--- config.mk ---
export PLATFORM = sky130hd
export DESIGN_NAME = nmea_sentence_check_classify
export DESIGN_NICKNAME = d
export VERILOG_FILES = /design/src/sv/nscc_pkg.sv /design/src/sv/nmea_sentence_check_classify.sv /design/src/sv/nscc_front.sv /design/src/sv/nscc_queue.sv /design/src/sv/nscc_back.sv
export SDC_FILE = /design/constraint.sdc
export NUM_CORES = 1
export LEC_CHECK = 0
export BUFFER_PORTS_ARGS = -buffer_cell sky130_fd_sc_hd__buf_2
export CAP_MARGIN = 25
export CORE_UTILIZATION = 45
export DETAILED_ROUTE_END_ITERATION = 7
export HOLD_SLACK_MARGIN = 0.06
export PLACE_DENSITY_LB_ADDON = 0.08
export SYNTH_ARGS = -nofsm -noshare
export SYNTH_HDL_FRONTEND = slang
export SYNTH_SLANG_ARGS = --single-unit
--- constraint.sdc ---
create_clock -name clock -period 3.9 [get_ports clock]
set_input_delay 1.17 -clock clock [delete_from_list [all_inputs] [get_ports clock]]
set_output_delay 1.17 -clock clock [all_outputs]
set_load 0.05 [all_outputs]
--- src/sv/nscc_pkg.sv ---
`timescale 1ns / 1ps
// Shared types and codes for the NMEA sentence checker and classifier.
// No dependencies.
package nscc_pkg;

   localparam int QUEUE_DEPTH = 2;

   localparam int INTERVAL_WIDTH = 16;
   localparam logic [INTERVAL_WIDTH-1:0] INTERVAL_RESET = 16'd100;

   localparam logic [1:0] REG_GGA_ENABLE      = 2'd0;
   localparam logic [1:0] REG_RMC_ENABLE      = 2'd1;
   localparam logic [1:0] REG_HDT_ENABLE      = 2'd2;
   localparam logic [1:0] REG_REPORT_INTERVAL = 2'd3;

   localparam logic [1:0] ST_OK        = 2'd0;
   localparam logic [1:0] ST_SHORT     = 2'd1;
   localparam logic [1:0] ST_MALFORMED = 2'd2;
   localparam logic [1:0] ST_MISMATCH  = 2'd3;

   localparam logic [1:0] KIND_NONE = 2'd0;
   localparam logic [1:0] KIND_GGA  = 2'd1;
   localparam logic [1:0] KIND_RMC  = 2'd2;
   localparam logic [1:0] KIND_HDT  = 2'd3;

   typedef struct packed {
      logic [1:0] status;
      logic [2:0] kind_match;
      logic [7:0] received_sum;
      logic [7:0] computed_sum;
   } summary_type;

   typedef struct packed {
      logic                      gga_enable;
      logic                      rmc_enable;
      logic                      hdt_enable;
      logic [INTERVAL_WIDTH-1:0] report_interval;
   } cfg_type;

endpackage

--- src/sv/nmea_sentence_check_classify.sv ---
`timescale 1ns / 1ps
// NMEA sentence checksum checker and classifier, top level.
// Takes one byte per cycle; a sentence's summary enters the queue on its last byte.
// The input stalls only on a last byte while the two-entry summary queue is full.
// Results leave via queue and output register at up to one per cycle unless rsp_stall holds.
// Synchronous reset clears the parser, queue, counters and output valid; registers
// return to GGA/RMC/HDT disabled and report interval 100. No clearing pass.
module nmea_sentence_check_classify #(
   parameter int BAD_COUNT_WIDTH = 32
) (
   input  logic        clock,
   input  logic        reset,
   input  logic        req_valid,
   output logic        req_stall,
   input  logic [7:0]  req_rx_byte,
   input  logic        req_last_byte,
   output logic        rsp_valid,
   input  logic        rsp_stall,
   output logic        rsp_accepted,
   output logic [1:0]  rsp_sentence_kind,
   output logic [1:0]  rsp_check_status,
   output logic [7:0]  rsp_received_sum,
   output logic [7:0]  rsp_computed_sum,
   output logic [31:0] rsp_bad_total,
   output logic        rsp_warn_now,
   input  logic        csr_write,
   input  logic [1:0]  csr_index,
   input  logic [15:0] csr_data
);

   nscc_pkg::cfg_type     cfg_ff;
   nscc_pkg::summary_type push_data, pop_data;
   logic                  take, push, pop, q_full, q_empty;

   always_ff @(posedge clock) begin
      if (reset) begin
         cfg_ff.gga_enable      <= 1'b0;
         cfg_ff.rmc_enable      <= 1'b0;
         cfg_ff.hdt_enable      <= 1'b0;
         cfg_ff.report_interval <= nscc_pkg::INTERVAL_RESET;
      end else if (csr_write) begin
         case (csr_index)
            nscc_pkg::REG_GGA_ENABLE: cfg_ff.gga_enable <= csr_data[0];
            nscc_pkg::REG_RMC_ENABLE: cfg_ff.rmc_enable <= csr_data[0];
            nscc_pkg::REG_HDT_ENABLE: cfg_ff.hdt_enable <= csr_data[0];
            nscc_pkg::REG_REPORT_INTERVAL: cfg_ff.report_interval <= csr_data;
            default: ;
         endcase
      end
   end

   assign req_stall = q_full && req_last_byte;
   assign take      = req_valid && !req_stall;

   nscc_front u_front (
      .clock     (clock),
      .reset     (reset),
      .take      (take),
      .rx_byte   (req_rx_byte),
      .last_byte (req_last_byte),
      .push      (push),
      .summary   (push_data)
   );

   nscc_queue u_queue (
      .clock     (clock),
      .reset     (reset),
      .push      (push),
      .push_data (push_data),
      .pop       (pop),
      .pop_data  (pop_data),
      .full      (q_full),
      .empty     (q_empty)
   );

   nscc_back #(
      .BAD_COUNT_WIDTH (BAD_COUNT_WIDTH)
   ) u_back (
      .clock             (clock),
      .reset             (reset),
      .cfg               (cfg_ff),
      .q_empty           (q_empty),
      .q_data            (pop_data),
      .pop               (pop),
      .rsp_valid         (rsp_valid),
      .rsp_stall         (rsp_stall),
      .rsp_accepted      (rsp_accepted),
      .rsp_sentence_kind (rsp_sentence_kind),
      .rsp_check_status  (rsp_check_status),
      .rsp_received_sum  (rsp_received_sum),
      .rsp_computed_sum  (rsp_computed_sum),
      .rsp_bad_total     (rsp_bad_total),
      .rsp_warn_now      (rsp_warn_now)
   );

   a_no_overflow: assert property (@(posedge clock) disable iff (reset)
      !(push && q_full))
      else $error("summary pushed into a full queue");

   a_short_quiet: assert property (@(posedge clock) disable iff (reset)
      (rsp_valid && (rsp_check_status == nscc_pkg::ST_SHORT)) |->
      (!rsp_warn_now && (rsp_sentence_kind == nscc_pkg::KIND_NONE)))
      else $error("short sentence raised a warning or a kind");

   a_accept_kind: assert property (@(posedge clock) disable iff (reset)
      rsp_valid |-> (rsp_accepted == (rsp_sentence_kind != nscc_pkg::KIND_NONE)))
      else $error("accepted flag disagrees with sentence kind");

   a_fail_no_kind: assert property (@(posedge clock) disable iff (reset)
      (rsp_valid && ((rsp_check_status == nscc_pkg::ST_MALFORMED) ||
                     (rsp_check_status == nscc_pkg::ST_MISMATCH))) |->
      (rsp_sentence_kind == nscc_pkg::KIND_NONE))
      else $error("failed sentence carries a kind");

endmodule

--- src/sv/nscc_front.sv ---
`timescale 1ns / 1ps
// Byte parser: running XOR, checksum field check and kind match per sentence.
// Depends on nscc_pkg; emits one summary per sentence on its last byte.
module nscc_front (
   input  logic                 clock,
   input  logic                 reset,
   input  logic                 take,
   input  logic [7:0]           rx_byte,
   input  logic                 last_byte,
   output logic                 push,
   output nscc_pkg::summary_type summary
);

   localparam logic [1:0] PH_START = 2'd0;
   localparam logic [1:0] PH_BODY  = 2'd1;
   localparam logic [1:0] PH_HEX   = 2'd2;
   localparam logic [1:0] PH_TAIL  = 2'd3;

   localparam logic [31:0] GGA_TEXT = "GGA,";
   localparam logic [31:0] RMC_TEXT = "RMC,";
   localparam logic [31:0] HDT_TEXT = "HDT,";

   localparam logic [7:0] CH_DOLLAR = 8'h24;
   localparam logic [7:0] CH_STAR   = 8'h2A;
   localparam logic [7:0] CH_NUL    = 8'h00;
   localparam logic [7:0] CH_SPACE  = 8'h20;

   function automatic logic [7:0] text_byte(input logic [1:0] k, input logic [1:0] idx);
      logic [31:0] w;
      logic [7:0]  r;
      case (k)
         2'd0: w = GGA_TEXT;
         2'd1: w = RMC_TEXT;
         default: w = HDT_TEXT;
      endcase
      case (idx)
         2'd0: r = w[31:24];
         2'd1: r = w[23:16];
         2'd2: r = w[15:8];
         default: r = w[7:0];
      endcase
      return r;
   endfunction

   function automatic logic [4:0] hex_digit(input logic [7:0] b);
      logic [4:0] r;
      r = 5'd0;
      if (b inside {[8'h30:8'h39]}) begin
         r = {1'b1, 4'(b - 8'h30)};
      end else if (b inside {[8'h41:8'h46]}) begin
         r = {1'b1, 4'(b - 8'h37)};
      end else if (b inside {[8'h61:8'h66]}) begin
         r = {1'b1, 4'(b - 8'h57)};
      end
      return r;
   endfunction

   logic [1:0] phase_ff, phase_in;
   logic [7:0] xor_ff, xor_in;
   logic       frozen_ff, frozen_in;
   logic [7:0] hex_ff, hex_in;
   logic [1:0] digits_ff, digits_in;
   logic       bad_ff, bad_in;
   logic [2:0] pos_ff, pos_in;
   logic [2:0] match_ff, match_in;
   logic [4:0] dig;
   logic       in_body;
   logic [1:0] idx;

   always_comb begin
      phase_in  = phase_ff;
      xor_in    = xor_ff;
      frozen_in = frozen_ff;
      hex_in    = hex_ff;
      digits_in = digits_ff;
      bad_in    = bad_ff;
      pos_in    = pos_ff;
      match_in  = match_ff;
      dig       = hex_digit(rx_byte);
      idx       = 2'(pos_ff - 3'd3);
      in_body   = (phase_ff == PH_BODY) || ((phase_ff == PH_START) && (rx_byte != CH_DOLLAR));

      if ((pos_ff >= 3'd3) && (pos_ff <= 3'd6)) begin
         for (int k = 0; k < 3; k++) begin
            if (rx_byte != text_byte(2'(k), idx)) begin
               match_in[k] = 1'b0;
            end
         end
      end
      if (pos_ff != 3'd7) begin
         pos_in = pos_ff + 3'd1;
      end

      if (phase_ff == PH_START) begin
         phase_in = PH_BODY;
      end
      if (in_body) begin
         if (rx_byte == CH_STAR) begin
            phase_in = PH_HEX;
         end else if (rx_byte == CH_NUL) begin
            frozen_in = 1'b1;
         end else if (!frozen_ff) begin
            xor_in = xor_ff ^ rx_byte;
         end
      end

      if (phase_ff == PH_HEX) begin
         if (!dig[4]) begin
            bad_in   = 1'b1;
            phase_in = PH_TAIL;
         end else begin
            hex_in    = {hex_ff[3:0], dig[3:0]};
            digits_in = digits_ff + 2'd1;
            if (digits_ff != 2'd0) begin
               phase_in = PH_TAIL;
            end
         end
      end

      if (phase_ff == PH_TAIL) begin
         if ((rx_byte != CH_NUL) && (rx_byte != CH_SPACE) && !(rx_byte inside {[8'd9:8'd13]})) begin
            bad_in = 1'b1;
         end
      end

      summary.kind_match   = match_in;
      summary.computed_sum = xor_in;
      if (pos_ff < 3'd6) begin
         summary.status       = nscc_pkg::ST_SHORT;
         summary.received_sum = 8'd0;
      end else if ((phase_in != PH_TAIL) || bad_in) begin
         summary.status       = nscc_pkg::ST_MALFORMED;
         summary.received_sum = 8'd0;
      end else if (hex_in != xor_in) begin
         summary.status       = nscc_pkg::ST_MISMATCH;
         summary.received_sum = hex_in;
      end else begin
         summary.status       = nscc_pkg::ST_OK;
         summary.received_sum = hex_in;
      end
   end

   assign push = take && last_byte;

   always_ff @(posedge clock) begin
      if (reset || push) begin
         phase_ff  <= PH_START;
         xor_ff    <= 8'd0;
         frozen_ff <= 1'b0;
         hex_ff    <= 8'd0;
         digits_ff <= 2'd0;
         bad_ff    <= 1'b0;
         pos_ff    <= 3'd0;
         match_ff  <= 3'b111;
      end else if (take) begin
         phase_ff  <= phase_in;
         xor_ff    <= xor_in;
         frozen_ff <= frozen_in;
         hex_ff    <= hex_in;
         digits_ff <= digits_in;
         bad_ff    <= bad_in;
         pos_ff    <= pos_in;
         match_ff  <= match_in;
      end
   end

endmodule

--- src/sv/nscc_queue.sv ---
`timescale 1ns / 1ps
// Short summary queue between the parser and the result stage.
// Depends on nscc_pkg for the entry type and depth.
module nscc_queue (
   input  logic                  clock,
   input  logic                  reset,
   input  logic                  push,
   input  nscc_pkg::summary_type push_data,
   input  logic                  pop,
   output nscc_pkg::summary_type pop_data,
   output logic                  full,
   output logic                  empty
);

   localparam int DEPTH  = nscc_pkg::QUEUE_DEPTH;
   localparam int PTR_W  = (DEPTH > 1) ? $clog2(DEPTH) : 1;
   localparam int CNT_W  = $clog2(DEPTH + 1);

   nscc_pkg::summary_type store [DEPTH];
   logic [PTR_W-1:0] wr_ff, wr_in, rd_ff, rd_in;
   logic [CNT_W-1:0] count_ff, count_in;
   logic             do_push, do_pop;

   assign full     = (count_ff == CNT_W'(DEPTH));
   assign empty    = (count_ff == '0);
   assign do_push  = push && !full;
   assign do_pop   = pop && !empty;
   assign pop_data = store[rd_ff];

   always_comb begin
      wr_in    = (wr_ff == PTR_W'(DEPTH - 1)) ? '0 : wr_ff + PTR_W'(1);
      rd_in    = (rd_ff == PTR_W'(DEPTH - 1)) ? '0 : rd_ff + PTR_W'(1);
      count_in = count_ff;
      if (do_push && !do_pop) begin
         count_in = count_ff + CNT_W'(1);
      end else if (do_pop && !do_push) begin
         count_in = count_ff - CNT_W'(1);
      end
   end

   always_ff @(posedge clock) begin
      if (do_push) begin
         store[wr_ff] <= push_data;
      end
   end

   always_ff @(posedge clock) begin
      if (reset) begin
         wr_ff    <= '0;
         rd_ff    <= '0;
         count_ff <= '0;
      end else begin
         if (do_push) begin
            wr_ff <= wr_in;
         end
         if (do_pop) begin
            rd_ff <= rd_in;
         end
         count_ff <= count_in;
      end
   end

endmodule

--- src/sv/nscc_back.sv ---
`timescale 1ns / 1ps
// Result stage: failure counter, warning countdown, kind selection, output register.
// Depends on nscc_pkg; fed from nscc_queue.
module nscc_back #(
   parameter int BAD_COUNT_WIDTH = 32
) (
   input  logic                  clock,
   input  logic                  reset,
   input  nscc_pkg::cfg_type     cfg,
   input  logic                  q_empty,
   input  nscc_pkg::summary_type q_data,
   output logic                  pop,
   output logic                  rsp_valid,
   input  logic                  rsp_stall,
   output logic                  rsp_accepted,
   output logic [1:0]            rsp_sentence_kind,
   output logic [1:0]            rsp_check_status,
   output logic [7:0]            rsp_received_sum,
   output logic [7:0]            rsp_computed_sum,
   output logic [31:0]           rsp_bad_total,
   output logic                  rsp_warn_now
);

   localparam int IW = nscc_pkg::INTERVAL_WIDTH;

   logic [BAD_COUNT_WIDTH-1:0]    count_ff, count_in;
   logic [IW-1:0]                 countdown_ff, countdown_in;
   logic [BAD_COUNT_WIDTH+31:0]   count_wide;
   logic                          fail, warn;
   logic [1:0]                    kind;
   logic                          valid_ff;
   logic                          accepted_ff;
   logic [1:0]                    kind_ff, status_ff;
   logic [7:0]                    rsum_ff, csum_ff;
   logic [31:0]                   total_ff;
   logic                          warn_ff;

   assign pop = !q_empty && (!valid_ff || !rsp_stall);

   always_comb begin
      fail         = (q_data.status == nscc_pkg::ST_MALFORMED) ||
                     (q_data.status == nscc_pkg::ST_MISMATCH);
      count_in     = count_ff;
      countdown_in = countdown_ff;
      warn         = 1'b0;
      kind         = nscc_pkg::KIND_NONE;
      if (fail) begin
         if (count_ff != '1) begin
            count_in = count_ff + BAD_COUNT_WIDTH'(1);
         end
         if (countdown_ff == '0) begin
            warn         = 1'b1;
            countdown_in = (cfg.report_interval == '0) ? '0 : cfg.report_interval - IW'(1);
         end else begin
            countdown_in = countdown_ff - IW'(1);
         end
      end else if (q_data.status == nscc_pkg::ST_OK) begin
         if (q_data.kind_match[0] && cfg.gga_enable) begin
            kind = nscc_pkg::KIND_GGA;
         end else if (q_data.kind_match[1] && cfg.rmc_enable) begin
            kind = nscc_pkg::KIND_RMC;
         end else if (q_data.kind_match[2] && cfg.hdt_enable) begin
            kind = nscc_pkg::KIND_HDT;
         end
      end
      count_wide = {32'd0, count_in};
   end

   always_ff @(posedge clock) begin
      if (reset) begin
         count_ff     <= '0;
         countdown_ff <= '0;
         valid_ff     <= 1'b0;
      end else begin
         if (pop) begin
            count_ff     <= count_in;
            countdown_ff <= countdown_in;
            valid_ff     <= 1'b1;
         end else if (!rsp_stall) begin
            valid_ff <= 1'b0;
         end
      end
   end

   always_ff @(posedge clock) begin
      if (pop) begin
         accepted_ff <= (kind != nscc_pkg::KIND_NONE);
         kind_ff     <= kind;
         status_ff   <= q_data.status;
         rsum_ff     <= q_data.received_sum;
         csum_ff     <= q_data.computed_sum;
         total_ff    <= count_wide[31:0];
         warn_ff     <= warn;
      end
   end

   assign rsp_valid         = valid_ff;
   assign rsp_accepted      = accepted_ff;
   assign rsp_sentence_kind = kind_ff;
   assign rsp_check_status  = status_ff;
   assign rsp_received_sum  = rsum_ff;
   assign rsp_computed_sum  = csum_ff;
   assign rsp_bad_total     = total_ff;
   assign rsp_warn_now      = warn_ff;

endmodule
== Word level (Yosys, flattened, before mapping) ==
Memory sizes are Yosys's and may differ from the RTL's. A register that Yosys moved wholly into a read port is not among the register bits.
Index checks and enable logic that the tools add are counted.

* Flip-flop bits (word level): 154
* Bits in writable memories: 42
* Bits of input ports: 32
* Output and inout port bits: 56
* Logic and storage cells: 181
* Memories kept: 1

* Add/sub/neg operators: 13
* $lt $le $gt $ge: 11
* Equality and inequality tests: 22
* Muxes and demuxes: 54
* Bitwise logic cells: 2
* Reduce and logical (&&, ||, !) cells: 53

{| class="wikitable"
|+ Memory list
! memory !! depth !! width !! read ports !! clocked after Yosys merged registers in !! wr ports !! RTL line !! source
|-
| u_queue.store || 2 || 21 || 1 || 1 || 1 || nscc_queue.sv:19 || <nowiki>nscc_pkg::summary_type store [DEPTH];</nowiki>
|}

{| class="wikitable"
|+ Operator list
! kind !! count
|-
| $mux W8 || 11
|-
| $mux W32 || 2
|-
| $pmux W7 S3 || 2
|-
| $add A32 B1 Y32 const B || 1
|-
| $logic_not A16 Y1 || 2
|-
| $mux W16 || 2
|-
| $mux W2 || 16
|-
| $ne A32 B32 Y1 const B || 1
|-
| $ne A8 B8 Y1 || 4
|-
| $sub A16 B1 Y16 const B || 2
|-
| $logic_and A1 B1 Y1 || 19
|-
| $eq A2 B2 Y1 const B || 8
|-
| $ge A8 B7 Y1 const B || 2
|-
| $le A8 B7 Y1 const B || 2
|-
| $mux W1 || 16
|-
| $ne A8 B6 Y1 const B || 2
|-
| $mux W5 || 3
|-
| $pmux W7 S2 || 1
|-
| $reduce_and A2 Y1 || 6
|-
| $logic_not A2 Y1 || 5
|-
| $eq A8 B6 Y1 const B || 1
|-
| $ge A8 B4 Y1 const B || 1
|-
| $ge A8 B6 Y1 const B || 1
|-
| $le A8 B4 Y1 const B || 1
|-
| other kinds (26) || 44
|}

== Longest topological paths before layout ==
Gate-level depths: netlist of the first run.

* Word-level depth: 12
* Depth in mapped cells: 12
* Mapped depth without buffers: 10

== By module ==
Synthesis of the first run repeated with hierarchy kept, for this count alone.

* Cells, all modules: 979
* Area total of the unflattened synthesis: 9954.5 um^2

{| class="wikitable"
|+ By module, submodules not included
! module !! times used !! cells an instance !! area each (um^2) !! seq. area each (um^2)
|-
| nscc_back || 1 || 520 || 5171.2 || 2602.5
|-
| nscc_front || 1 || 285 || 2199.6 || 560.5
|-
| nscc_queue || 1 || 90 || 1725.4 || 1361.3
|-
| nmea_sentence_check_classify || 1 || 84 || 858.3 || 380.4
|}

== Worst setup path before layout of the first run ==
No wires, ideal clock.

* Kind: input-to-reg
* Start point: input rsp_stall
* End point: register u_back.count_ff[26]
* Setup time: 70 ps
* Arrival time: 3979 ps
* Required time: 3830 ps
* Path slack: -149 ps
* Stages on the path: 7
* Buffers on the path: 1
* Cells stage by stage: nand2_1 o21ai_1 inv_1 clkbuf_1 nand3_1 or3_1 a21oi_1

* Cells in the longest elaborated chain, start to end: 3

{| class="wikitable"
|+ Ends and longest elaborated chain
! item !! RTL line !! source
|-
| start, declared || nmea_sentence_check_classify.sv:18 || <nowiki>input logic rsp_stall,</nowiki>
|-
| $logic_not A1 Y1 || nscc_back.sv:38 || <nowiki>assign pop = !q_empty && (!valid_ff || !rsp_stall);</nowiki>
|-
| $logic_or A1 B1 Y1 || nscc_back.sv:38 ||
|-
| $logic_and A1 B1 Y1 || nscc_back.sv:38 ||
|-
| via pop || nmea_sentence_check_classify.sv:33 || <nowiki>logic take, push, pop, q_full, q_empty;</nowiki>
|-
| end signal, assigned || nscc_back.sv:76 || <nowiki>count_ff <= count_in;</nowiki>
|-
| end, declared || nscc_back.sv:26 || <nowiki>logic [BAD_COUNT_WIDTH-1:0] count_ff, count_in;</nowiki>
|}

The timed path passes the listed nets, and every way through them passes these cells.
A chain may end at the register's enable or synchronous reset.

==> results.json, run 1 <==
{
  "grt_max_degree": 74,
  "postLayoutCoreUtil_pct": 52.9,
  "hold_violations": 0,
  "worstSetupEndpointType": "flip-flop",
  "fin_setup_tns_ns": 0,
  "areaGrowthSynthToFinish_pct": 15.4,
  "synthesis.area_per_instance_um2": 10.0,
  "initial_core_util_pct": 45.9,
  "clock_root_buffer": "sky130_fd_sc_hd__clkbuf_16",
  "power_per_cell_area_mw_per_mm2": 744,
  "post_cts_resize_count": 0,
  "top_level_ports": 88,
  "post_cts_hold_buffer_count": 0,
  "finalNetCount": 1067,
  "die_height_um": 146,
  "max_slew.worst_pin.slew_ns": 0.812,
  "setup-violations-final": 0,
  "nFillCells": 1844,
  "fin_cells": 1301,
  "ys_seq_area_share_pct": 52.8,
  "setup.worst_path.start_class": "input pin",
  "placeableCoreArea_mm2": 0.0202,
  "synth-seq-cells": 197,
  "placementRows": 52,
  "initialDrtViolationCount": 408,
  "post-route-period-util_pct": 86.1,
  "netlist_area_mm2": 0.00929,
  "placed_cells_incl_taps": 1269,
  "syn_inst": 927,
  "yosys_warnings": 0,
  "async_flop_share_pct": 0,
  "most_common_cell_after_layout_fill_and_taps_aside": "sky130_fd_sc_hd__nor2_1",
  "cts.sink_count": 197,
  "synth_top_flop_cell": "sky130_fd_sc_hd__dfxtp_1",
  "drt_wl_total_um": 19500,
  "syn-num-nets": 976,
  "cp_slowest_stage_delay_ns": 0.44,
  "slew_headroom_pct": 45.9,
  "grt_first_pass_wirelength_um": 32400,
  "numPortBuffers": 87,
  "cts_inserted_buffers": 17,
  "cpLargestDelayFamily": "compound AO/OA/AOI/OAI gates",
  "die_w_um": 146,
  "mean_routed_wirelength_per_cell_um": 15.0,
  "drt-pass1-iter-count": 4,
  "worst_ep_arrival_time_ns": 3.52,
  "run_status": "finished clean",
  "cts_tree": "built",
  "cts_max_level": 4,
  "setup.worst_path.class": "input pin to flip-flop",
  "vias_in_the_first_global_route": 6321,
  "gr-total-overflow": 0,
  "cap_violations": 0,
  "grt_antenna_before_repair": 0,
  "clk_latency_ns": 0.43,
  "post-route-drc-count": 0,
  "min_period_ns": 3.36,
  "finClkSkew_ns": 0.00887,
  "total_power_mw": 7.97,
  "max_freq_ghz": 0.298,
  "layout.cells.most_common_list": "137 x sky130_fd_sc_hd__nor2_1, 105 x sky130_fd_sc_hd__nand2_1, 101 x sky130_fd_sc_hd__dfxtp_1",
  "vdd_ir_drop_max_v": 0.000439,
  "drtAntennaViolNets": 0,
  "critical-path-slowest-cell": "sky130_fd_sc_hd__nor4_1",
  "synth-edff-count": 96,
  "place_congestion": 0.892,
  "worst-path-buf-inv": 5,
  "ctsLongestPathBuffers": 2,
  "path_cells": "buf_2, inv_1, ha_1, inv_1, o311ai_0, buf_4, a21oi_2, buf_4, o32ai_1, xor2_1, nand2_1, nor4_1, a21oi_1",
  "total_via_count_after_detailed_routing": 6700,
  "floorplan.die_area_mm2": 0.0212,
  "post-dp-hpwl_um": 14000,
  "cts_setup_buffers": 0,
  "cp.required_ns": 4.06,
  "timing_max_transition_violations_final": 0,
  "grt.total_usage_pct": 19.1,
  "p_leak_nw": 3.94,
  "critical_path.max_fanout": 8,
  "cts.clk_slew.worst_paths_ns": 0.08,
  "post_route_cells_drive_above_1_share_pct": 17.7,
  "n_antenna_cell": 0,
  "rsz_0062_raised_after_global_routing": "false",
  "worstHoldPathType": "flip-flop to flip-flop",
  "yosys.cell_types.count": 60,
  "via_per_inst": 5.15
}
-- stage by stage --
stage	cell area (um2)	setup WS [ns]	hold WS, ns
finish	10700	0.542	0.462
global route	10700	0.225	0.493
CTS	10700	0.525	0.462
detailed placement	10100	0.0696	0.443
global placement	10100	0.107	0.434
floorplan	9290	0.0488	0.427
-- power breakdown --
group | switching, mW | internal (mW)
clock | 0.842 | 0.981
sequential | 0.190 | 2.67
combinational | 2.34 | 0.955
-- worst paths after layout --
kind                                                        from                                 end  slack, ns  cells past startpoint
worst max register to register  u_back.count_ff[11]$_SDFFE_PP0P_  u_back.rsp_bad_total[29]$_DFFE_PP_       0.88                      7
worst min register to register  u_front.match_ff[2]$_SDFFE_PP1P_    u_front.match_ff[2]$_SDFFE_PP1P_       0.46                      1
worst max-delay path                              req_rx_byte[1]      u_queue.store[1][20]$_DFFE_PP_       0.54                     13
worst min-delay path            u_front.match_ff[2]$_SDFFE_PP1P_    u_front.match_ff[2]$_SDFFE_PP1P_       0.46                      1
-- layer usage --
metal / part of all wire [%] / GRT usage, % / vias to the layer above
met4: 1.1 / 5.21 / 0
li1: - / - / 3430
met5: 0 / 0 / -
met3: 2.6 / 3.48 / 18
met2: 48 / 31.5 / 94
met1: 48 / 25.8 / 3158
-- cells by family (layout without fill, tap and decap cells) --
| group | Yosys count | in the layout | synth area share, % |
|---|---|---|---|
| AO/OA/AOI/OAI | 127 | 127 | 8.79 |
| XOR/XNOR | 109 | 109 | 10.3 |
| adder cells (fa/ha/maj) | 17 | 17 | 2.29 |
| buffers and inverters | 68 | 172 | 2.92 |
| flip-flops | 197 | 197 | 52.8 |
| multiplexers | 36 | 36 | 4.16 |
| AND/OR/NAND/NOR | 373 | 373 | 18.7 |
-- registers in the layout (all words and copies together) (netlist names), 2 cells and up, named ones only --
register / cells
cfg_ff: 19
u_back.count_ff: 32
u_back.countdown_ff: 16
u_back.rsp_bad_total: 32
u_back.rsp_check_status: 2
u_back.rsp_computed_sum: 8
u_back.rsp_received_sum: 8
u_back.rsp_sentence_kind: 2
u_front.digits_ff: 2
u_front.hex_ff: 8
u_front.match_ff: 3
u_front.phase_ff: 2
u_front.pos_ff: 3
u_front.xor_ff: 8
u_queue.count_ff: 2
u_queue.store: 42
-- final cells by class --
class                      instances  area, um2  area share, %
sequential                       197       4900           45.8
multi-input combinational        662       4120           38.4
timing repair buffer             116        653           6.10
clock buffer                      18        429           4.01
tap                              270        338           3.15
clock inverter                    14        183           1.71
inverter                          24       90.1          0.841
-- cell usage after synthesis (all sizes together), types with 15 or more instances --
master | n | area share, %
a21oi | 40 | 2.2
clkbuf | 31 | 1.3
dfxtp | 101 | 22
edfxtp | 96 | 31
ha | 17 | 2.3
inv | 24 | 0.97
mux2 | 21 | 2.5
mux2i | 15 | 1.6
nand2 | 105 | 4.2
nand3 | 20 | 1.1
nor2 | 138 | 5.6
nor3 | 25 | 1.6
nor4 | 16 | 1.1
o21ai | 30 | 1.7
xnor2 | 53 | 5.0
xor2 | 56 | 5.3
-- worst register-to-register path, stage by stage (launching register included) --
cell	delay, ns
sky130_fd_sc_hd__dfxtp_1	0.45
sky130_fd_sc_hd__nand4_1	0.20
sky130_fd_sc_hd__or4_1	0.69
sky130_fd_sc_hd__or4_4	0.57
sky130_fd_sc_hd__o2111a_1	0.31
sky130_fd_sc_hd__nand4_2	0.29
sky130_fd_sc_hd__nor2_1	0.09
sky130_fd_sc_hd__xor2_1	0.16
No activity file was read; power rests on OpenSTA's default activity.
==> run 2, diff against run 1 <==
Settings changed: ABC_AREA from default to 1.
==> run 2 against run 1 <==
Net effect:
- the flow now finishes with violations (DRC)
- fmax grew 7.4%
- first-iteration DRC count grew 16%
- highest routed layer unchanged
- total power grew 11%
- sequential power grew 15%
- flip-flop and latch count is the same
- area after synthesis grew 9.3%
- synthesized cell count grew 38%
- cell area grew 7.1%
- global-route usage grew 1.8 points
==> results.json, run 2 <==
{
  "cts_tree": "built",
  "synth-seq-cells": 197,
  "worstSetupStartpoint": "req_rx_byte[0]",
  "yosys.cell_types.count": 47,
  "cap_violations": 0,
  "setup.worst_path.class": "input pin to flip-flop",
  "min_period_ns": 3.13,
  "synth_simple_gate_area_share_pct": 22.6,
  "place_congestion": 0.864,
  "post-dp-hpwl_um": 16800,
  "initialDrtViolationCount": 475,
  "cp_slowest_stage_delay_ns": 0.27,
  "layout.cells.most_common_list": "278 x sky130_fd_sc_hd__nand2_1, 180 x sky130_fd_sc_hd__inv_1, 118 x sky130_fd_sc_hd__nor2_1, 118 x sky130_fd_sc_hd__o21ai_0, 101 x sky130_fd_sc_hd__dfxtp_1",
  "synth.cells.most_frequent": "278 x sky130_fd_sc_hd__nand2_1, 181 x sky130_fd_sc_hd__inv_1, 120 x sky130_fd_sc_hd__nor2_1",
  "finalNetCount": 1406,
  "timing_max_transition_violations_final": 0,
  "flip_flop_count_of_the_largest_register_all_copies_and_words_added": 42,
  "r2r_setup_slack_ns": 1.23,
  "top_level_ports": 88,
  "top_register": "u_queue.store",
  "synth_compound_area_share_pct": 13.1,
  "synth.mux.area_fraction_pct": 0,
  "path_cells": "buf_2, inv_1, ha_1, inv_1, nand3_1, nand3_4, nand2_2, nand2_4, inv_2, nand2_1, o21ai_1, nor3_2, nand2_1, nor2_1",
  "max_freq_ghz": 0.320,
  "grt_antenna_before_repair": 0,
  "timing.final.ws_setup_ns": 0.772,
  "fin_setup_tns_ns": 0,
  "synth_top_family_by_area": "simple AND/OR/NAND/NOR gates",
  "grt_first_pass_wirelength_um": 39100,
  "p_leak_nw": 5.06,
  "mean_routed_wirelength_per_cell_um": 14.2,
  "total_switching_power_mw": 4.05,
  "yosys_warnings": 0,
  "async_flop_share_pct": 0,
  "synth_top_area_cell": "sky130_fd_sc_hd__edfxtp_1",
  "post_cts_hold_buffer_count": 0,
  "drtAntennaViolNets": 0,
  "finClkSkew_ns": 0.0146,
  "portion_of_total_power_attributed_to_combinational_logic_pct": 42.9,
  "switching_share_pct": 45.9,
  "clock_root_buffer": "sky130_fd_sc_hd__clkbuf_16",
  "most_common_cell_after_layout_fill_and_taps_aside": "sky130_fd_sc_hd__nand2_1",
  "cts.sink_count": 197,
  "fin_cells": 1650,
  "synthesis.area_per_instance_um2": 7.96,
  "dpl-instance-area_mm2": 0.0109,
  "cp.required_ns": 4.17,
  "gr-total-overflow": 0,
  "ctsLongestPathBuffers": 2,
  "clk_latency_ns": 0.44,
  "syn-num-nets": 1324,
  "setup.worst_path.start_class": "input pin",
  "rsz_0062_raised_after_global_routing": "false",
  "initial_core_util_pct": 46.2,
  "post_cts_resize_count": 0,
  "synth_area_leaders": "sky130_fd_sc_hd__edfxtp_1 28%, sky130_fd_sc_hd__dfxtp_1 20%, sky130_fd_sc_hd__nand2_1 10%",
  "synth-edff-count": 96,
  "ys_seq_area_share_pct": 48.3,
  "post-route-period-util_pct": 80.2,
  "cts_max_level": 4,
  "cts_inserted_buffers": 17,
  "placed_cells_incl_taps": 1618,
  "synth_xor_xnor_area_share_pct": 5.09,
  "vdd_ir_drop_max_v": 0.000428,
  "placementRows": 54,
  "via_per_inst": 4.98,
  "netlist_area_mm2": 0.0101,
  "design_area_mm2": 0.0115,
  "drt-pass1-iter-count": 8,
  "sequentialPowerShare_pct": 37.3,
  "grt.total_usage_pct": 20.9,
  "cts.clk_slew.worst_paths_ns": 0.08,
  "slew_headroom_pct": 44.5,
  "run_status": "finished with violations",
  "areaGrowthSynthToFinish_pct": 13.1,
  "grt_max_degree": 63,
  "postLayoutCoreUtil_pct": 52.2,
  "total_via_count_after_detailed_routing": 8220,
  "post_route_cells_drive_above_1_share_pct": 12.2,
  "die_height_um": 152,
  "critical-path-slowest-cell": "sky130_fd_sc_hd__nor3_2",
  "failing_checks": "DRC",
  "die_w_um": 152,
  "vias_in_the_first_global_route": 7603,
  "drt_wl_total_um": 23400,
  "end_point_of_the_critical_path": "u_queue.store[1][8]$_DFFE_PP_",
  "worstSetupEndpointType": "flip-flop",
  "max_slew.worst_pin.slew_ns": 0.825,
  "synth.most_common_cell": "sky130_fd_sc_hd__nand2_1",
  "pwr-share-clk_pct": 19.8,
  "critical_path.max_fanout": 17,
  "n_antenna_cell": 0,
  "power_per_cell_area_mw_per_mm2": 769,
  "worstHoldPathType": "flip-flop to flip-flop",
  "floorplan.die_area_mm2": 0.0232,
  "post-route-drc-count": 10,
  "yosys.area.top_type_share_pct": 28.4,
  "setup-violations-final": 0,
  "synth_top_flop_cell": "sky130_fd_sc_hd__dfxtp_1",
  "worstRegToRegCells": 9,
  "cts_setup_buffers": 0,
  "placeableCoreArea_mm2": 0.0220,
  "synth-adder-area-share_pct": 2.10,
  "numPortBuffers": 87,
  "hold_violations": 0,
  "dpl_worst_slack_ns": 0.338,
  "power.internal_mw": 4.77,
  "r2r-end": "u_back.count_ff[9]$_SDFFE_PP0P_",
  "worst_ep_arrival_time_ns": 3.39,
  "syn_inst": 1275
}
==> run 2: cell types whose count changed in the layout (fill, tap and decap cells not counted), sizes merged, moves of 11 or more <==
cell,previous run,this run
nor2,138,126
mux2,21,0
or3,11,0
mux2i,15,0
xnor2,53,6
inv,33,191
nand2,105,286
a21oi,40,92
nand3,20,53
buf,116,101
o21ai,30,128
==> run 2: worst max-delay path, delay by kind of cell <==
kind	cells	cell delay, ns
AND/OR/NAND/NOR	8	1.44
buffers and inverters	4	0.45
adder cells (fa/ha/maj)	1	0.24
AO/OA/AOI/OAI	1	0.09
==> run 2: cell families (layout without fill, tap and decap cells) <==
group	Yosys count	in the layout
AOI/OAI and AO/OA	249	249
adders and majority gates	17	17
buffers and inverters	224	319
DFF	197	197
xor gates and xnor gates	59	59
and+or+nand+nor	529	529
==> run 2: worst min-delay path by stage <==
stage	start	endpoint	slack, ns	depth (start not counted)
2_1_floorplan	u_queue.rd_ff$_SDFFE_PP0P_	flip-flop	0.43	1
3_3_place_gp	u_queue.rd_ff$_SDFFE_PP0P_	u_queue.rd_ff$_SDFFE_PP0P_	0.44	1
3_5_place_dp	u_queue.rd_ff$_SDFFE_PP0P_	u_queue.rd_ff$_SDFFE_PP0P_	0.45	1
4_1_cts	u_queue.rd_ff$_SDFFE_PP0P_	u_queue.rd_ff$_SDFFE_PP0P_	0.46	1
5_1_grt	u_front.match_ff[0]$_SDFFE_PP1P_	u_front.match_ff[0]$_SDFFE_PP1P_	0.49	2
6_report	u_queue.rd_ff$_SDFFE_PP0P_	u_queue.rd_ff$_SDFFE_PP0P_	0.46	1
==> run 2: per-layer routing <==
metal | track usage [%] | wire (um) | vias to the layer above
met5 | 0 | 0 | -
met4 | 5.83 | 286 | 0
met3 | 3.33 | 793 | 21
met2 | 31.6 | 10100 | 142
met1 | 30.8 | 12200 | 3721
li1 | - | - | 4336
==> run 2: area by class of cell <==
| cell class | count | area, um2 |
|---|---|---|
| clock buffers | 17 | 425 |
| clock inverters | 15 | 164 |
| fillers | 2116 | 10500 |
| repair buffers | 101 | 553 |
| inverters | 186 | 701 |
| multi-input cells | 854 | 4370 |
| flip-flops and latches | 197 | 4900 |
| well taps | 280 | 350 |
==> run 2: metrics by stage <==
step	hold WS [ns]	total power [mW]
after detailed placement	0.447	7.12
after global routing	0.488	9.41
after global placement	0.438	7.09
final	0.459	8.82
after floorplan	0.426	6.20
after CTS	0.460	8.87
==> run 2: power by group through the flow <==
stage          sequential [mW]  clock (mW)  combinational [mW]
5_1_grt                   3.36        1.85                4.19
6_report                  3.29        1.74                3.79
4_1_cts                   3.29        1.77                3.80
3_3_place_gp              3.33           0                3.76
2_1_floorplan             4.31           0                1.90
3_5_place_dp              3.34           0                3.78
==> run 3, diff against run 2 <==
Clock period 3.9 ns to 3.1 ns, I/O delays scaled along.
==> run 3 against run 2 <==
Net effect:
- sequential share of layout area decreased by 0.59 points
- critical path type unchanged
- combinational power up 26%
- die area unchanged
- clock power is 31% higher
- global-route usage is 0.068 points higher
- routed wire length about the same
- clock-buffer cell count stayed put
- sequential power is 26% higher
- setup slack got worse by 0.38 ns
- largest power group unchanged
- non-clock buffer count grew 16
- highest routed layer unchanged
- the run still ends with DRC left
==> results.json, run 3 (same netlist as run 2, synthesis figures left out) <==
{
  "most_common_cell_after_layout_fill_and_taps_aside": "sky130_fd_sc_hd__nand2_1",
  "worstHoldPathCells": 1,
  "setup.worst_path.class": "input pin to flip-flop",
  "n_antenna_cell": 0,
  "worst_ep_arrival_time_ns": 2.99,
  "post_cts_hold_buffer_count": 0,
  "die_height_um": 152,
  "placementRows": 54,
  "floorplan.die_area_mm2": 0.0232,
  "gr-max-usage-layer": "met2",
  "r2r_start": "u_back.count_ff[0]$_SDFFE_PP0P_",
  "clock_root_buffer": "sky130_fd_sc_hd__clkbuf_16",
  "worstSetupStartpoint": "req_rx_byte[0]",
  "worstRegToRegCells": 11,
  "rsz_0062_raised_after_global_routing": "false",
  "seqCellArea_mm2": 0.00490,
  "vdd_ir_drop_max_v": 0.000563,
  "grt_first_pass_wirelength_um": 38900,
  "post-route-drc-count": 11,
  "vias_in_the_first_global_route": 7677,
  "globalRouteMet2Util_pct": 32.5,
  "cap_violations": 0,
  "via_per_inst": 4.98,
  "post-route-period-util_pct": 87.3,
  "ctsLongestPathBuffers": 2,
  "drtAntennaViolNets": 0,
  "grtUsageMet3_pct": 3.90,
  "postLayoutCoreUtil_pct": 53.0,
  "place_congestion": 0.870,
  "cp.required_ns": 3.38,
  "run_status": "finished with violations",
  "drt-pass1-iter-count": 7,
  "layout.cells.most_common_list": "278 x sky130_fd_sc_hd__nand2_1, 180 x sky130_fd_sc_hd__inv_1, 118 x sky130_fd_sc_hd__nor2_1, 118 x sky130_fd_sc_hd__o21ai_0, 101 x sky130_fd_sc_hd__dfxtp_1",
  "fin_setup_tns_ns": 0,
  "r2r-end": "u_back.count_ff[20]$_SDFFE_PP0P_",
  "hold_violations": 0,
  "mean_routed_wirelength_per_cell_um": 14.0,
  "areaGrowthSynthToFinish_pct": 14.6,
  "clk_latency_ns": 0.44,
  "dpl-instance-area_mm2": 0.0110,
  "worst_hold_launch": "u_queue.rd_ff$_SDFFE_PP0P_",
  "design_area_mm2": 0.0116,
  "cts_setup_buffers": 0,
  "post_cts_resize_count": 0,
  "end_point_of_the_critical_path": "u_queue.store[1][14]$_DFFE_PP_",
  "worstHoldPathType": "flip-flop to flip-flop",
  "top_level_ports": 88,
  "max_freq_ghz": 0.370,
  "post-dp-hpwl_um": 17000,
  "critical_path.max_fanout": 12,
  "max_slew.worst_pin.slew_ns": 0.609,
  "gr-usage-met1_pct": 29.8,
  "post_route_cells_drive_above_1_share_pct": 13.3,
  "cts.clk_slew.worst_paths_ns": 0.08,
  "initialDrtViolationCount": 482,
  "initial_core_util_pct": 46.2,
  "cts.sink_count": 197,
  "power_per_cell_area_mw_per_mm2": 962,
  "total_via_count_after_detailed_routing": 8297,
  "slew_headroom_pct": 59.3,
  "numPortBuffers": 87,
  "setup-violations-final": 0,
  "worstSetupEndpointType": "flip-flop",
  "finalNetCount": 1422,
  "cts_max_level": 4,
  "flip_flop_count_of_the_largest_register_all_copies_and_words_added": 42,
  "placeableCoreArea_mm2": 0.0220,
  "grt_antenna_before_repair": 0,
  "drt_wl_total_um": 23400,
  "setup.worst_path.start_class": "input pin",
  "gr-total-overflow": 0,
  "top_register": "u_queue.store",
  "failing_checks": "DRC",
  "grt.total_usage_pct": 21.0,
  "p_leak_nw": 5.16,
  "final.hold.worst_slack_ns": 0.458,
  "grt_max_degree": 60,
  "timing_max_transition_violations_final": 0,
  "cts_inserted_buffers": 17,
  "cts_tree": "built",
  "r2r_setup_slack_ns": 0.77,
  "area_occupied_by_multi_input_gates_mm2": 0.00437,
  "dpl_worst_slack_ns": -0.0538,
  "timing.final.ws_setup_ns": 0.394,
  "nFillCells": 2128,
  "min_period_ns": 2.71,
  "die_w_um": 152,
  "finClkSkew_ns": 0.0140
}
run 3: cell types whose count changed in the layout (fill, tap and decap cells not counted), sizes merged:
cell | previous run | this run
clkinvlp | 2 | 0
clkinv | 8 | 7
buf | 101 | 117
inv | 191 | 194
run 3: area by class of cell:
type / count / area share (%)
timing repair buffer: 117 / 5.89
clock buffer: 17 / 3.66
tap: 280 / 3.01
inverter: 186 / 6.02
clock inverter: 15 / 1.65
sequential: 197 / 42.2
multi-input combinational: 854 / 37.6
run 3: worst min-delay path by stage:
stage / endpoint / slack [ns]
2_1_floorplan: flip-flop / 0.43
3_3_place_gp: u_queue.rd_ff$_SDFFE_PP0P_ / 0.44
3_5_place_dp: u_queue.rd_ff$_SDFFE_PP0P_ / 0.45
4_1_cts: u_queue.rd_ff$_SDFFE_PP0P_ / 0.46
5_1_grt: u_queue.rd_ff$_SDFFE_PP0P_ / 0.48
6_report: u_queue.rd_ff$_SDFFE_PP0P_ / 0.46
run 3: metal layers:
layer / share of wire, % / wire [um]
met1: 51 / 12000
met3: 3.9 / 901
met5: 0 / 0
met2: 44 / 10200
met4: 1.5 / 350
run 3: per-stage QoR:
step                      total power [mW]  cells
after floorplan                       7.81   1275
after global placement                8.95   1634
after detailed placement              8.98   1634
after CTS                             11.3   1666
after global routing                  12.0   1666
final                                 11.2   1666
run 3: critical path, stage by stage:
cell	delay [ns]
sky130_fd_sc_hd__buf_2	0.16
sky130_fd_sc_hd__inv_1	0.13
sky130_fd_sc_hd__ha_1	0.23
sky130_fd_sc_hd__inv_1	0.07
sky130_fd_sc_hd__nand3_1	0.13
sky130_fd_sc_hd__nand3_4	0.12
sky130_fd_sc_hd__nand2_2	0.09
sky130_fd_sc_hd__nand2_4	0.15
sky130_fd_sc_hd__inv_2	0.08
sky130_fd_sc_hd__nand2_1	0.06
sky130_fd_sc_hd__o21ai_1	0.09
sky130_fd_sc_hd__nor3_2	0.27
sky130_fd_sc_hd__nand2_1	0.25
sky130_fd_sc_hd__nor2_1	0.21
run 3: power by group:
group	internal, mW	switching [mW]
clock	1.11	1.17
combinational	1.25	3.52
sequential	3.69	0.451
total	6.05	5.14
